`src/hdl/itaf_pkg.sv`:
```
`timescale 1ns / 1ps
`default_nettype none
// ----------------------------------------------------------------------------
// itaf_pkg - shared types and constants of the integer to ASCII formatter
// Conversion codes, micro-instruction format, status bundle, the control
// store contents and the digit-to-character lookup.
// ----------------------------------------------------------------------------
package itaf_pkg;

    // Conversion kinds carried on tuser
    localparam logic [2:0] OP_D       = 3'd0;
    localparam logic [2:0] OP_I       = 3'd1;
    localparam logic [2:0] OP_U       = 3'd2;
    localparam logic [2:0] OP_X_LOWER = 3'd3;
    localparam logic [2:0] OP_X_UPPER = 3'd4;
    localparam logic [2:0] OP_P       = 3'd5;

    // Fixed characters
    localparam logic [7:0] CH_MINUS = 8'h2D;
    localparam logic [7:0] CH_ZERO  = 8'h30;
    localparam logic [7:0] CH_X     = 8'h78;
    localparam logic [7:0] CH_LOWER_A = 8'h61;
    localparam logic [7:0] CH_UPPER_A = 8'h41;

    // Digit counts and loop length
    localparam logic [4:0] NDIG_PTR  = 5'd16;
    localparam logic [4:0] NDIG_HEX  = 5'd8;
    localparam logic [4:0] NDIG_DEC  = 5'd10;
    localparam logic [4:0] DABBLE_LAST = 5'd31;

    // Step addresses of the control store
    localparam int PC_W = 4;
    localparam logic [PC_W-1:0] STEP_WAIT   = 4'd0;
    localparam logic [PC_W-1:0] STEP_CHECK  = 4'd1;
    localparam logic [PC_W-1:0] STEP_ROUTE  = 4'd2;
    localparam logic [PC_W-1:0] STEP_DABBLE = 4'd3;
    localparam logic [PC_W-1:0] STEP_SKIP   = 4'd4;
    localparam logic [PC_W-1:0] STEP_MINUS  = 4'd5;
    localparam logic [PC_W-1:0] STEP_ZERO   = 4'd6;
    localparam logic [PC_W-1:0] STEP_X      = 4'd7;
    localparam logic [PC_W-1:0] STEP_DIGIT  = 4'd8;
    localparam logic [PC_W-1:0] STEP_RETURN = 4'd9;

    // Datapath operations
    typedef enum logic [2:0] {
        DP_NOP,
        DP_LOAD,
        DP_DABBLE,
        DP_SKIP,
        DP_DIGIT
    } dp_op_t;

    // Character emission select
    typedef enum logic [2:0] {
        EM_NONE,
        EM_MINUS,
        EM_ZERO,
        EM_X,
        EM_DIGIT
    } emit_t;

    // Jump conditions
    typedef enum logic [2:0] {
        JC_NEXT,
        JC_ALWAYS,
        JC_BAD,
        JC_HEX,
        JC_ITER,
        JC_SKIP,
        JC_MORE
    } jcond_t;

    // One control word
    typedef struct packed {
        dp_op_t          dp_op;
        emit_t           emit;
        jcond_t          jcond;
        logic [PC_W-1:0] target;
    } uword_t;

    // Datapath status back to the sequencer
    typedef struct packed {
        logic       neg;
        logic       ptr;
        logic       bad;
        logic       hex;
        logic       iter_more;
        logic       skip_more;
        logic       more;
        logic [7:0] digit;
    } dp_status_t;

    // Control store
    function automatic uword_t ucode_rom(input logic [PC_W-1:0] pc);
        uword_t w;
        w = '{dp_op: DP_NOP, emit: EM_NONE, jcond: JC_ALWAYS, target: STEP_WAIT};
        unique case (pc)
            STEP_WAIT:   w = '{DP_LOAD,   EM_NONE,  JC_NEXT,   STEP_WAIT};
            STEP_CHECK:  w = '{DP_NOP,    EM_NONE,  JC_BAD,    STEP_WAIT};
            STEP_ROUTE:  w = '{DP_NOP,    EM_NONE,  JC_HEX,    STEP_SKIP};
            STEP_DABBLE: w = '{DP_DABBLE, EM_NONE,  JC_ITER,   STEP_DABBLE};
            STEP_SKIP:   w = '{DP_SKIP,   EM_NONE,  JC_SKIP,   STEP_SKIP};
            STEP_MINUS:  w = '{DP_NOP,    EM_MINUS, JC_NEXT,   STEP_WAIT};
            STEP_ZERO:   w = '{DP_NOP,    EM_ZERO,  JC_NEXT,   STEP_WAIT};
            STEP_X:      w = '{DP_NOP,    EM_X,     JC_NEXT,   STEP_WAIT};
            STEP_DIGIT:  w = '{DP_DIGIT,  EM_DIGIT, JC_MORE,   STEP_DIGIT};
            STEP_RETURN: w = '{DP_NOP,    EM_NONE,  JC_ALWAYS, STEP_WAIT};
            default:     w = '{DP_NOP,    EM_NONE,  JC_ALWAYS, STEP_WAIT};
        endcase
        return w;
    endfunction

    // Nibble to ASCII digit
    function automatic logic [7:0] digit_char(input logic [3:0] nib, input logic upper);
        logic [7:0] c;
        if (nib < 4'd10)
            c = CH_ZERO + {4'h0, nib};
        else
            c = (upper ? CH_UPPER_A : CH_LOWER_A) + {4'h0, nib} - 8'd10;
        return c;
    endfunction

endpackage
`default_nettype wire

```
`src/hdl/itaf_datapath.sv`:
```
`timescale 1ns / 1ps
`default_nettype none
// ----------------------------------------------------------------------------
// itaf_datapath - digit datapath of the formatter
// Holds the binary magnitude and a 16-nibble digit register aligned at the
// top; does the load, one shift-add-3 step, leading zero skip and digit pop.
// ----------------------------------------------------------------------------
module itaf_datapath
    import itaf_pkg::*;
(
    input  wire logic        clk,
    input  wire logic        rst_n,
    input  wire dp_op_t      dp_op,
    input  wire logic [2:0]  operation,
    input  wire logic [63:0] value,
    output dp_status_t       status
);

    logic [31:0] num_reg,  num_next;
    logic [63:0] dig_reg,  dig_next;
    logic [4:0]  cnt_reg,  cnt_next;
    logic [4:0]  iter_reg, iter_next;
    logic        neg_reg,  neg_next;
    logic        ptr_reg,  ptr_next;
    logic        bad_reg,  bad_next;
    logic        hex_reg,  hex_next;
    logic        up_reg,   up_next;

    logic [31:0] low;
    logic        signed_op;
    logic        is_hex32;
    logic [39:0] bcd_adj;
    logic        skip_more;

    // 10 BCD digits all in range
    function automatic logic bcd_ok(input logic [39:0] b);
        logic ok;
        ok = 1'b1;
        for (int i = 0; i < 10; i++)
            if (b[4*i +: 4] > 4'd9)
                ok = 1'b0;
        return ok;
    endfunction

    assign low       = value[31:0];
    assign signed_op = (operation == OP_D) || (operation == OP_I);
    assign is_hex32  = (operation == OP_X_LOWER) || (operation == OP_X_UPPER);
    assign skip_more = (dig_reg[63:60] == 4'h0) && (cnt_reg != 5'd1);

    // add-3 correction on every BCD nibble
    always_comb
    begin
        for (int i = 0; i < 10; i++)
            bcd_adj[4*i +: 4] = (dig_reg[24 + 4*i +: 4] >= 4'd5) ?
                                dig_reg[24 + 4*i +: 4] + 4'd3 : dig_reg[24 + 4*i +: 4];
    end

    // datapath next values
    always_comb
    begin
        num_next  = num_reg;
        dig_next  = dig_reg;
        cnt_next  = cnt_reg;
        iter_next = iter_reg;
        neg_next  = neg_reg;
        ptr_next  = ptr_reg;
        bad_next  = bad_reg;
        hex_next  = hex_reg;
        up_next   = up_reg;
        unique case (dp_op)
            DP_LOAD:
            begin
                neg_next  = signed_op && low[31];
                num_next  = (signed_op && low[31]) ? (~low + 32'd1) : low;
                ptr_next  = (operation == OP_P);
                bad_next  = (operation > OP_P);
                hex_next  = is_hex32 || (operation == OP_P);
                up_next   = (operation == OP_X_UPPER);
                iter_next = DABBLE_LAST;
                if (operation == OP_P)
                begin
                    dig_next = value;
                    cnt_next = NDIG_PTR;
                end
                else if (is_hex32)
                begin
                    dig_next = {low, 32'h0};
                    cnt_next = NDIG_HEX;
                end
                else
                begin
                    dig_next = '0;
                    cnt_next = NDIG_DEC;
                end
            end
            DP_DABBLE:
            begin
                dig_next  = {bcd_adj[38:0], num_reg[31], 24'h0};
                num_next  = {num_reg[30:0], 1'b0};
                iter_next = iter_reg - 5'd1;
            end
            DP_SKIP:
            begin
                if (skip_more)
                begin
                    dig_next = {dig_reg[59:0], 4'h0};
                    cnt_next = cnt_reg - 5'd1;
                end
            end
            DP_DIGIT:
            begin
                dig_next = {dig_reg[59:0], 4'h0};
                cnt_next = cnt_reg - 5'd1;
            end
            DP_NOP:
            begin
            end
            default:
            begin
            end
        endcase
    end

    // control-side counters and flags
    always_ff @(posedge clk or negedge rst_n)
    begin
        if (!rst_n)
        begin
            cnt_reg  <= 5'd1;
            iter_reg <= '0;
            neg_reg  <= 1'b0;
            ptr_reg  <= 1'b0;
            bad_reg  <= 1'b0;
            hex_reg  <= 1'b0;
            up_reg   <= 1'b0;
        end
        else
        begin
            cnt_reg  <= cnt_next;
            iter_reg <= iter_next;
            neg_reg  <= neg_next;
            ptr_reg  <= ptr_next;
            bad_reg  <= bad_next;
            hex_reg  <= hex_next;
            up_reg   <= up_next;
        end
    end

    // payload registers
    always_ff @(posedge clk)
    begin
        num_reg <= num_next;
        dig_reg <= dig_next;
    end

    // status to the sequencer
    always_comb
    begin
        status.neg       = neg_reg;
        status.ptr       = ptr_reg;
        status.bad       = bad_reg;
        status.hex       = hex_reg;
        status.iter_more = (iter_reg != 5'd0);
        status.skip_more = skip_more;
        status.more      = (cnt_reg != 5'd1);
        status.digit     = digit_char(dig_reg[63:60], up_reg);
    end

    // shift-add-3 keeps every decimal digit in range
    a_bcd_range: assert property (@(posedge clk) disable iff (!rst_n)
        (dp_op == DP_DABBLE) |-> bcd_ok(dig_reg[63:24]))
        else $error("BCD digit out of range during conversion");

    // never pop a digit from an empty string
    a_cnt_live: assert property (@(posedge clk) disable iff (!rst_n)
        (dp_op == DP_DIGIT || dp_op == DP_SKIP) |-> (cnt_reg != 5'd0))
        else $error("digit count exhausted");

    // dabble loop runs only on decimal conversions
    a_dabble_dec: assert property (@(posedge clk) disable iff (!rst_n)
        (dp_op == DP_DABBLE) |-> !hex_reg)
        else $error("decimal step on a hex conversion");

endmodule
`default_nettype wire

```
`src/hdl/integer_to_ascii_formatter.sv`:
```
`timescale 1ns / 1ps
`default_nettype none
// ----------------------------------------------------------------------------
// integer_to_ascii_formatter - printf style integer to ASCII text
// Microcoded sequencer over a small digit datapath; one character per
// output transaction, most significant first, tlast on the final one.
// ----------------------------------------------------------------------------
// One transaction in (tuser = conversion kind, tdata = value) yields the
// number's text as a stream of characters: d/i signed decimal of the low 32
// bits with a leading '-', u unsigned decimal, x/X lower/upper hex of the low
// 32 bits, p "0x" plus lower hex of all 64 bits; zero prints as "0". Kinds 6
// and 7 are dropped with no output. Items are handled one at a time. A decimal
// item first runs the 32-step shift-add-3 loop; then z leading zero nibbles
// are skipped one nibble per cycle and the n digits go out, with z + n = 10,
// 8 or 16 in decimal, hex and pointer. Characters go out through a one-deep
// output register, so a stalled sink holds the sequencer only on the step
// that emits the next character.
// ----------------------------------------------------------------------------
module integer_to_ascii_formatter
    import itaf_pkg::*;
(
    input  wire logic        clk,
    input  wire logic        rst_n,
    input  wire logic        s_axis_tvalid,
    output logic             s_axis_tready,
    input  wire logic [63:0] s_axis_tdata,   // [63:0] value
    input  wire logic [2:0]  s_axis_tuser,   // [2:0] operation
    output logic             m_axis_tvalid,
    input  wire logic        m_axis_tready,
    output logic [7:0]       m_axis_tdata,   // [7:0] character
    output logic             m_axis_tlast
);

    logic [PC_W-1:0] pc_reg, pc_next;
    logic            out_valid_reg, out_valid_next;
    logic [7:0]      out_char_reg,  out_char_next;
    logic            out_last_reg,  out_last_next;

    uword_t     cw;
    dp_status_t st;
    dp_op_t     dp_op;
    logic       emit_active;
    logic       hold;
    logic       advance;
    logic       taken;
    logic       s_accept;
    logic [7:0] emit_char;

    // current control word
    assign cw = ucode_rom(pc_reg);

    assign s_axis_tready = (cw.dp_op == DP_LOAD);
    assign s_accept      = s_axis_tvalid && s_axis_tready;

    // does this step put out a character
    always_comb
    begin
        unique case (cw.emit)
            EM_MINUS: emit_active = st.neg;
            EM_ZERO:  emit_active = st.ptr;
            EM_X:     emit_active = st.ptr;
            EM_DIGIT: emit_active = 1'b1;
            EM_NONE:  emit_active = 1'b0;
            default:  emit_active = 1'b0;
        endcase
    end

    // stall on missing input or a full output register
    assign hold    = ((cw.dp_op == DP_LOAD) && !s_axis_tvalid) ||
                     (emit_active && out_valid_reg && !m_axis_tready);
    assign advance = !hold;
    assign dp_op   = advance ? cw.dp_op : DP_NOP;

    // jump condition
    always_comb
    begin
        unique case (cw.jcond)
            JC_NEXT:   taken = 1'b0;
            JC_ALWAYS: taken = 1'b1;
            JC_BAD:    taken = st.bad;
            JC_HEX:    taken = st.hex;
            JC_ITER:   taken = st.iter_more;
            JC_SKIP:   taken = st.skip_more;
            JC_MORE:   taken = st.more;
            default:   taken = 1'b0;
        endcase
    end

    // step counter
    always_comb
    begin
        pc_next = pc_reg;
        if (advance)
            pc_next = taken ? cw.target : pc_reg + 1'b1;
    end

    // character select
    always_comb
    begin
        unique case (cw.emit)
            EM_MINUS: emit_char = CH_MINUS;
            EM_ZERO:  emit_char = CH_ZERO;
            EM_X:     emit_char = CH_X;
            EM_DIGIT: emit_char = st.digit;
            EM_NONE:  emit_char = CH_ZERO;
            default:  emit_char = CH_ZERO;
        endcase
    end

    // output register
    always_comb
    begin
        out_valid_next = out_valid_reg && !m_axis_tready;
        out_char_next  = out_char_reg;
        out_last_next  = out_last_reg;
        if (advance && emit_active)
        begin
            out_valid_next = 1'b1;
            out_char_next  = emit_char;
            out_last_next  = (cw.emit == EM_DIGIT) && !st.more;
        end
    end

    always_ff @(posedge clk or negedge rst_n)
    begin
        if (!rst_n)
        begin
            pc_reg        <= STEP_WAIT;
            out_valid_reg <= 1'b0;
        end
        else
        begin
            pc_reg        <= pc_next;
            out_valid_reg <= out_valid_next;
        end
    end

    always_ff @(posedge clk)
    begin
        out_char_reg <= out_char_next;
        out_last_reg <= out_last_next;
    end

    assign m_axis_tvalid = out_valid_reg;
    assign m_axis_tdata  = out_char_reg;
    assign m_axis_tlast  = out_last_reg;

    // digit datapath
    itaf_datapath u_datapath (
        .clk       (clk),
        .rst_n     (rst_n),
        .dp_op     (dp_op),
        .operation (s_axis_tuser),
        .value     (s_axis_tdata),
        .status    (st)
    );

    // busy after taking an item
    a_busy: assert property (@(posedge clk) disable iff (!rst_n)
        s_accept |=> !s_axis_tready)
        else $error("input ready straight after a transaction");

    // undefined kinds go straight back to waiting
    a_bad_drop: assert property (@(posedge clk) disable iff (!rst_n)
        (pc_reg == STEP_CHECK) && st.bad |=> (pc_reg == STEP_WAIT))
        else $error("invalid kind not dropped");

    // a character never overwrites one still waiting
    a_no_overwrite: assert property (@(posedge clk) disable iff (!rst_n)
        (advance && emit_active) |-> (!out_valid_reg || m_axis_tready))
        else $error("output register overwritten");

endmodule
`default_nettype wire
```
`config.mk`:
```
export PLATFORM = sky130hd
export DESIGN_NAME = integer_to_ascii_formatter
export DESIGN_NICKNAME = d
export VERILOG_FILES = /design/src/hdl/itaf_pkg.sv /design/src/hdl/itaf_datapath.sv /design/src/hdl/integer_to_ascii_formatter.sv
export SDC_FILE = /design/constraint.sdc
export NUM_CORES = 1
export LEC_CHECK = 0
export BUFFER_PORTS_ARGS = -buffer_cell sky130_fd_sc_hd__buf_2
export CAP_MARGIN = 5
export CORE_ASPECT_RATIO = 0.9
export CORE_MARGIN = 3
export CORE_UTILIZATION = 47
export DETAILED_ROUTE_END_ITERATION = 16
export GPL_TIMING_DRIVEN = 0
export HOLD_SLACK_MARGIN = 0.08
export PLACE_DENSITY_LB_ADDON = 0.1
export REMOVE_ABC_BUFFERS = 1
export SETUP_SLACK_MARGIN = 0.15
export SYNTH_ARGS = -nofsm -noshare
export SYNTH_HDL_FRONTEND = slang
export SYNTH_SLANG_ARGS = --single-unit
```
`constraint.sdc`:
```
create_clock -name clk -period 7.15 [get_ports clk]
set_clock_uncertainty 0.1 [all_clocks]
set_input_delay 0.3575 -clock clk [delete_from_list [all_inputs] [get_ports clk]]
set_output_delay 0.3575 -clock clk [all_outputs]
set_load 0.03 [all_outputs]
```
==> results of run 1 <==
-- stage by stage --
step	std cells	power (mW)	worst slack, ns
2_1_floorplan	687	2.63	1.68
3_3_place_gp	969	3.05	-1.90
3_5_place_dp	978	3.18	3.68
4_1_cts	1011	3.99	3.68
5_1_grt	1011	4.25	3.46
6_report	1011	3.98	3.64
-- cells by family (layout without fill, tap and decap cells) --
logic type,Yosys count,count (layout)
flip-flops,124,124
other,1,1
multiplexers,14,14
AND/OR/NAND/NOR,204,204
buffers and inverters,79,157
AO/OA/AOI/OAI,241,241
adder cells (fa/ha/maj),30,30
XOR/XNOR,38,38
-- layout make-up --
class                           instances  share of cell area [%]
Inverter                               35                    1.48
Clock inverter                          8                   0.450
Multi-Input combinational cell        528                    42.1
Tap cell                              202                    2.84
Timing Repair Buffer                   90                    6.69
Clock buffer                           24                    5.64
Sequential cell                       124                    40.8
-- what timing repair did --
| action | in CTS | in global routing |
|---|---|---|
| buffers inserted | 0 | 0 |
| hold endpoints to repair | 19 | 0 |
| hold buffers | 1 | 0 |
-- synthesized netlist by cell type, drive strengths merged, types with 4 or more instances --
master     n  area share [%]
a221o     39             5.1
a22o      37             4.2
o2bb2ai   16             1.8
nand3      8            0.52
edfxtp   104              41
dfrtp     19             6.2
or4        7            0.79
a21o       4            0.39
nand2     44             2.2
nand2b    15             1.2
xnor2     33             3.8
nor2      49             2.4
inv       35             1.7
o31ai      4            0.39
nor3      16             1.1
and2       5            0.41
ha        30             4.9
mux2       5            0.74
mux2i      9             1.2
nor3b     17             1.7
or3        7            0.57
buf       17             1.1
a21oi     57             3.8
xor2       5            0.57
nor4       9             1.0
clkbuf    27             1.3
a31oi     12            0.98
nor2b      7            0.57
o21ai     46             3.0
-- how the worst max path moves through the flow --
| stage | cells past startpoint | to | start | slack, ns |
|---|---|---|---|---|
| final | 9 | u_datapath.dig_reg[49] | pc_reg[0] | 3.64 |
| after global routing | 9 | u_datapath.dig_reg[41] | pc_reg[0] | 3.46 |
| after CTS | 9 | u_datapath.dig_reg[49] | pc_reg[0] | 3.68 |
| after detailed placement | 9 | u_datapath.dig_reg[59] | pc_reg[0] | 3.68 |
| after global placement | 6 | u_datapath.dig_reg[36] | pc_reg[0] | -1.90 |
| after floorplan | 6 | u_datapath.dig_reg[33] | pc_reg[0] | 1.68 |
-- layout by cell type, fill, tap and decap left out, types with 14 or more instances in the layout --
| cell | count |
|---|---|
| inv_1 | 35 |
| a21oi_1 | 56 |
| o21ai_0 | 43 |
| a22o_1 | 37 |
| clkbuf_16 | 17 |
| xnor2_1 | 33 |
| buf_2 | 80 |
| a221o_1 | 39 |
| nor3b_1 | 17 |
| nand2_1 | 43 |
| o2bb2ai_1 | 16 |
| edfxtp_1 | 104 |
| nor3_1 | 14 |
| ha_1 | 30 |
| nand2b_1 | 14 |
| dfrtp_1 | 19 |
| nor2_1 | 48 |
-- worst register-to-register path, cell delays in order, from the launching register on --
cell	delay (ns)
dfrtp_1	0.46
inv_1	0.11
ha_1	0.33
and3b_1	0.29
a221o_1	0.36
a21oi_4	0.59
buf_16	0.24
nor3_4	0.15
buf_8	0.26
a221o_1	0.37
-- power breakdown --
| group | switching [mW] | internal (mW) | total, mW |
|---|---|---|---|
| clock network | 0.311 | 0.484 | 0.795 |
| logic | 0.954 | 0.707 | 1.66 |
| registers | 0.259 | 1.26 | 1.52 |
-- metal layers --
metal | vias to the layer above | wire, µm | track usage [%]
met5 | - | 0 | 0
met3 | 25 | 1260 | 4.64
met4 | 0 | 256 | 6.32
met1 | 3123 | 9170 | 32.1
met2 | 196 | 8850 | 34.8
li1 | 2948 | - | -
==> impl_metrics.py, run 1 <==
metrics = {
    "min_path": {
        "min_path_cells": 3,
        "min_from": "s_axis_tuser[2]",
        "holdPathEnd": "u_datapath.bad_reg",
        "holdCritPathClass": "in -> reg",
    },
    "grt": {
        "grt.overflow.total": 0,
        "grt_max_degree": 53,
        "antenna_found_initial": 0,
        "grtUsageTotal_pct": 22.4,
        "grt_first_pass_wirelength_mm": 32.2,
        "first_global_vias": 6163,
    },
    "clocking": {
        "clk_path_buf_depth": 2,
        "path_clk_slew_ns": 0.06,
        "clockRootBuffer": "clkbuf_16",
        "cts_tree": "done",
        "ctsHtreeMaxLevel": 4,
        "cts_resized": 0,
        "cts_made_buffers": 17,
        "cts.sinks": 124,
        "clock_latency_ns": 0.42,
    },
    "critical_path": {
        "critical_path_buf_inv_count": 3,
        "path_class": "reg -> reg",
        "r2r_cells": 9,
        "critical_path.startpoint_type": "flop",
        "worstPathArrival_ns": 3.57,
        "crit_top_cell": "a221o_1",
        "rr_endpoint": "u_datapath.dig_reg[49]",
        "cp_max_fo": 25,
        "reg2reg_slack_ns": 3.64,
        "cpPeakStageDelay_ns": 0.59,
        "crit_family": "compound AO/OA/AOI/OAI gates",
        "r2r-start": "pc_reg[0]",
        "required_ns": 7.21,
        "cpMaxStageDelayCell": "a21oi_4",
        "endpoint_kind": "flop",
        "crit_path_cell_trace": "inv_1 -> ha_1 -> and3b_1 -> a221o_1 -> a21oi_4 -> buf_16 -> nor3_4 -> buf_8 -> a221o_1",
    },
    "sta": {
        "slew_violations": 0,
        "setup_viol": 0,
        "min_period_ns": 3.51,
        "fin_crit_sh_pct": 49.0,
        "hold_viol": 0,
        "rsz0062_at_grt": "no",
        "fmax_mhz": 285,
        "fin_hold_ws_ns": 0.118,
        "tightest_slew_ns": 1.15,
        "tns_ns": 0,
        "max_slew_margin_pct": 23.1,
    },
    "synth": {
        "yosys-mux-area-fraction_pct": 1.91,
        "synth_seq_cells": 124,
        "synth_top_family_by_area": "compound AO/OA/AOI/OAI gates",
        "ys_seq_area_share_pct": 47.4,
        "synthAdderAreaFrac_pct": 4.91,
        "synth_flop_cell": "edfxtp_1",
        "yosysWarnings": 0,
        "syn_area_um2": 7650,
        "synth_edf_count": 104,
        "syn_inst": 731,
        "synth_cell_types": 69,
        "synth_compound_area_share_pct": 22.6,
        "avgSynthCellArea_um2": 10.5,
        "synth_xor_area_share_pct": 4.35,
        "yosys.area_share.simple_pct": 14.6,
        "synthArstFlopShare_pct": 16.1,
    },
    "power_and_ir_drop": {
        "p_per_area_nw_per_um2": 447,
        "cellLeakagePower_nw": 3.39,
        "vdd_drop_max_v": 0.000283,
    },
    "place": {
        "place_area_um2": 8340,
        "portBuffers": 80,
        "post-dp-hpwl_mm": 13.6,
        "gp_congestion": 0.860,
    },
    "drt": {
        "vias": 6292,
        "drc": 0,
        "routedWlPerCell_um": 19.3,
        "ant_nets": 0,
        "drt_first_pass_iters": 5,
        "wl_mm": 19.5,
        "drtIter0Drc": 483,
        "vias_per_cell": 6.22,
    },
    "layout": {
        "post-route-util_pct": 56.8,
        "antenna_cells": 0,
        "nFillCells": 1357,
        "final_area_um2": 8890,
        "syn_to_final_growth_pct": 16.2,
        "largest_reg_flops": 64,
        "drive_gt1_share_pct": 17.2,
        "multi_input_area_um2": 3740,
        "fin_nets": 897,
        "ff_latch_area_um2": 3620,
    },
    "outcome": {
        "outcome": "finished clean",
    },
    "die": {
        "coreArea_um2": 15700,
        "num_rows": 43,
        "io_pins": 82,
        "dieArea_um2": 17800,
        "die_w_um": 140,
        "die_h_um": 127,
        "start_util_pct": 48.9,
    },
    "flow_run": {
        "cap_violations": 0,
    },
}
Note: power is estimated with default switching activity, not from simulation.
==> inputs of run 2 (changes only) <==
==> constraint.sdc (replaced) <==
create_clock -name clk -period 2.85 [get_ports clk]
set_clock_uncertainty 0.1 [all_clocks]
set_input_delay 0.1425 -clock clk [delete_from_list [all_inputs] [get_ports clk]]
set_output_delay 0.1425 -clock clk [all_outputs]
set_load 0.03 [all_outputs]
==> impl_metrics.py, run 2 (synthesis results as in run 1) <==
metrics = {
    "min_path": {
        "holdCritPathClass": "in -> reg",
    },
    "die": {
        "num_rows": 43,
        "die_w_um": 140,
        "coreArea_um2": 15700,
        "start_util_pct": 48.9,
        "io_pins": 82,
        "dieArea_um2": 17800,
        "die_h_um": 127,
    },
    "critical_path": {
        "cpMaxStageDelayCell": "dfrtp_2",
        "crit_family": "compound AO/OA/AOI/OAI gates",
        "required_ns": 2.92,
        "crit_path_cell_trace": "inv_2 -> ha_4 -> and3b_2 -> a221o_2 -> a21oi_4 -> clkbuf_16 -> nor3_4 -> buf_12 -> clkbuf_16 -> a221o_1",
        "crit_top_cell": "clkbuf_16",
        "cpPeakStageDelay_ns": 0.40,
        "endpoint_kind": "flop",
        "reg2reg_slack_ns": 0.14,
        "critical_path_buf_inv_count": 4,
        "worstPathArrival_ns": 2.77,
        "cp_max_fo": 6,
        "critical_path.startpoint_type": "flop",
        "path_class": "reg -> reg",
    },
    "place": {
        "place_ws_ns": -0.622,
        "place_area_um2": 8340,
        "portBuffers": 80,
        "gp_congestion": 0.860,
        "post-dp-hpwl_mm": 13.6,
    },
    "drt": {
        "drc": 0,
        "vias_per_cell": 6.11,
        "routedWlPerCell_um": 19.8,
        "ant_nets": 0,
        "drt_first_pass_iters": 5,
        "drtIter0Drc": 567,
        "wl_mm": 22.0,
        "vias": 6793,
    },
    "flow_run": {
        "cap_violations": 0,
    },
    "clocking": {
        "path_clk_slew_ns": 0.06,
        "cts.sinks": 124,
        "cts_made_buffers": 17,
        "clockRootBuffer": "clkbuf_16",
        "clk_path_buf_depth": 2,
        "cts_tree": "done",
        "ctsHtreeMaxLevel": 4,
        "clock_latency_ns": 0.42,
    },
    "power_and_ir_drop": {
        "cellLeakagePower_nw": 3.91,
        "vdd_drop_max_v": 0.000701,
        "p_per_area_nw_per_um2": 1050,
        "total_power_mw": 10.6,
    },
    "sta": {
        "setup_viol": 0,
        "rsz0062_at_grt": "yes",
        "hold_viol": 0,
        "tightest_slew_ns": 1.19,
        "worst_slack_ns": 0.143,
        "min_period_ns": 2.71,
        "fin_crit_sh_pct": 95.0,
        "max_slew_margin_pct": 20.3,
        "slew_violations": 0,
        "fmax_mhz": 369,
    },
    "grt": {
        "grtUsageTotal_pct": 24.1,
        "grt_first_pass_wirelength_mm": 34.5,
        "grt_max_degree": 53,
        "antenna_found_initial": 0,
        "first_global_vias": 6602,
        "grt.overflow.total": 0,
    },
    "layout": {
        "largest_reg_flops": 64,
        "fin_nets": 997,
        "final_cell_mix": "edfxtp_1, buf_2, dlygate4sd3_1",
        "final_common_cell": "edfxtp_1",
        "final_area_um2": 10100,
        "antenna_cells": 0,
        "syn_to_final_growth_pct": 31.8,
        "post-route-util_pct": 64.4,
        "drive_gt1_share_pct": 20.4,
    },
    "outcome": {
        "outcome": "finished clean",
    },
}
==> run 2: worst min-delay path: stages <==
cell and delay [ns]:
buf_2 0.17, xnor2_1 0.08, o21ai_0 0.12
==> run 2: worst paths after layout <==
path	start	to	cells after the start
max in group asynchronous	rst_n	pc_reg[2]	2
worst min register to register	u_datapath.bad_reg	u_datapath.bad_reg	2
worst max-delay path	pc_reg[1]	u_datapath.dig_reg[56]	10
worst max register to register	pc_reg[1]	u_datapath.dig_reg[56]	10
worst min-delay path	s_axis_tdata[2]	u_datapath.num_reg[2]	3
min in group asynchronous	rst_n	u_datapath.cnt_reg[2]	2
==> run 2: power breakdown <==
part | leakage (nW) | switching [mW] | internal [mW]
Sequential | 1.22 | 0.646 | 3.17
Clock | 0.277 | 0.790 | 1.21
Combinational | 2.41 | 2.61 | 2.19
==> run 2: routing by layer <==
metal,share of wire [%],GRT usage [%],vias up
li1,-,-,3157
met2,46,38.1,279
met5,0,0,-
met4,1.5,6.72,0
met1,46,34.2,3331
met3,6.7,4.45,26
==> run 2: what timing repair did <==
action | in CTS | in global routing
endpoints found under the setup margin | 200 | 97
pin swaps | 4 | 31
resized for setup | 17 | 11
hold endpoints to repair | 92 | 0
cloned | 2 | 7
buffers inserted | 11 | 11
hold buffers | 70 | 0
==> run 2: final cells by class <==
class,count,area (µm²)
Tap cell,202,253
Clock inverter,8,40.0
Multi-Input combinational cell,529,3840
Sequential cell,124,3630
Fill cell,1244,5570
Inverter,35,131
Clock buffer,24,502
Timing Repair Buffer,189,1690
==> run 2: per-stage QoR <==
step / hold slack, ns / cells / setup TNS, ns
floorplan: -0.253 / 687 / -273.64
detailed placement: 0.0358 / 978 / -55.10
global placement: 0.0296 / 969 / -676.02
global route: 0.144 / 1111 / 0
finish: 0.109 / 1111 / 0
CTS: 0.0856 / 1093 / 0
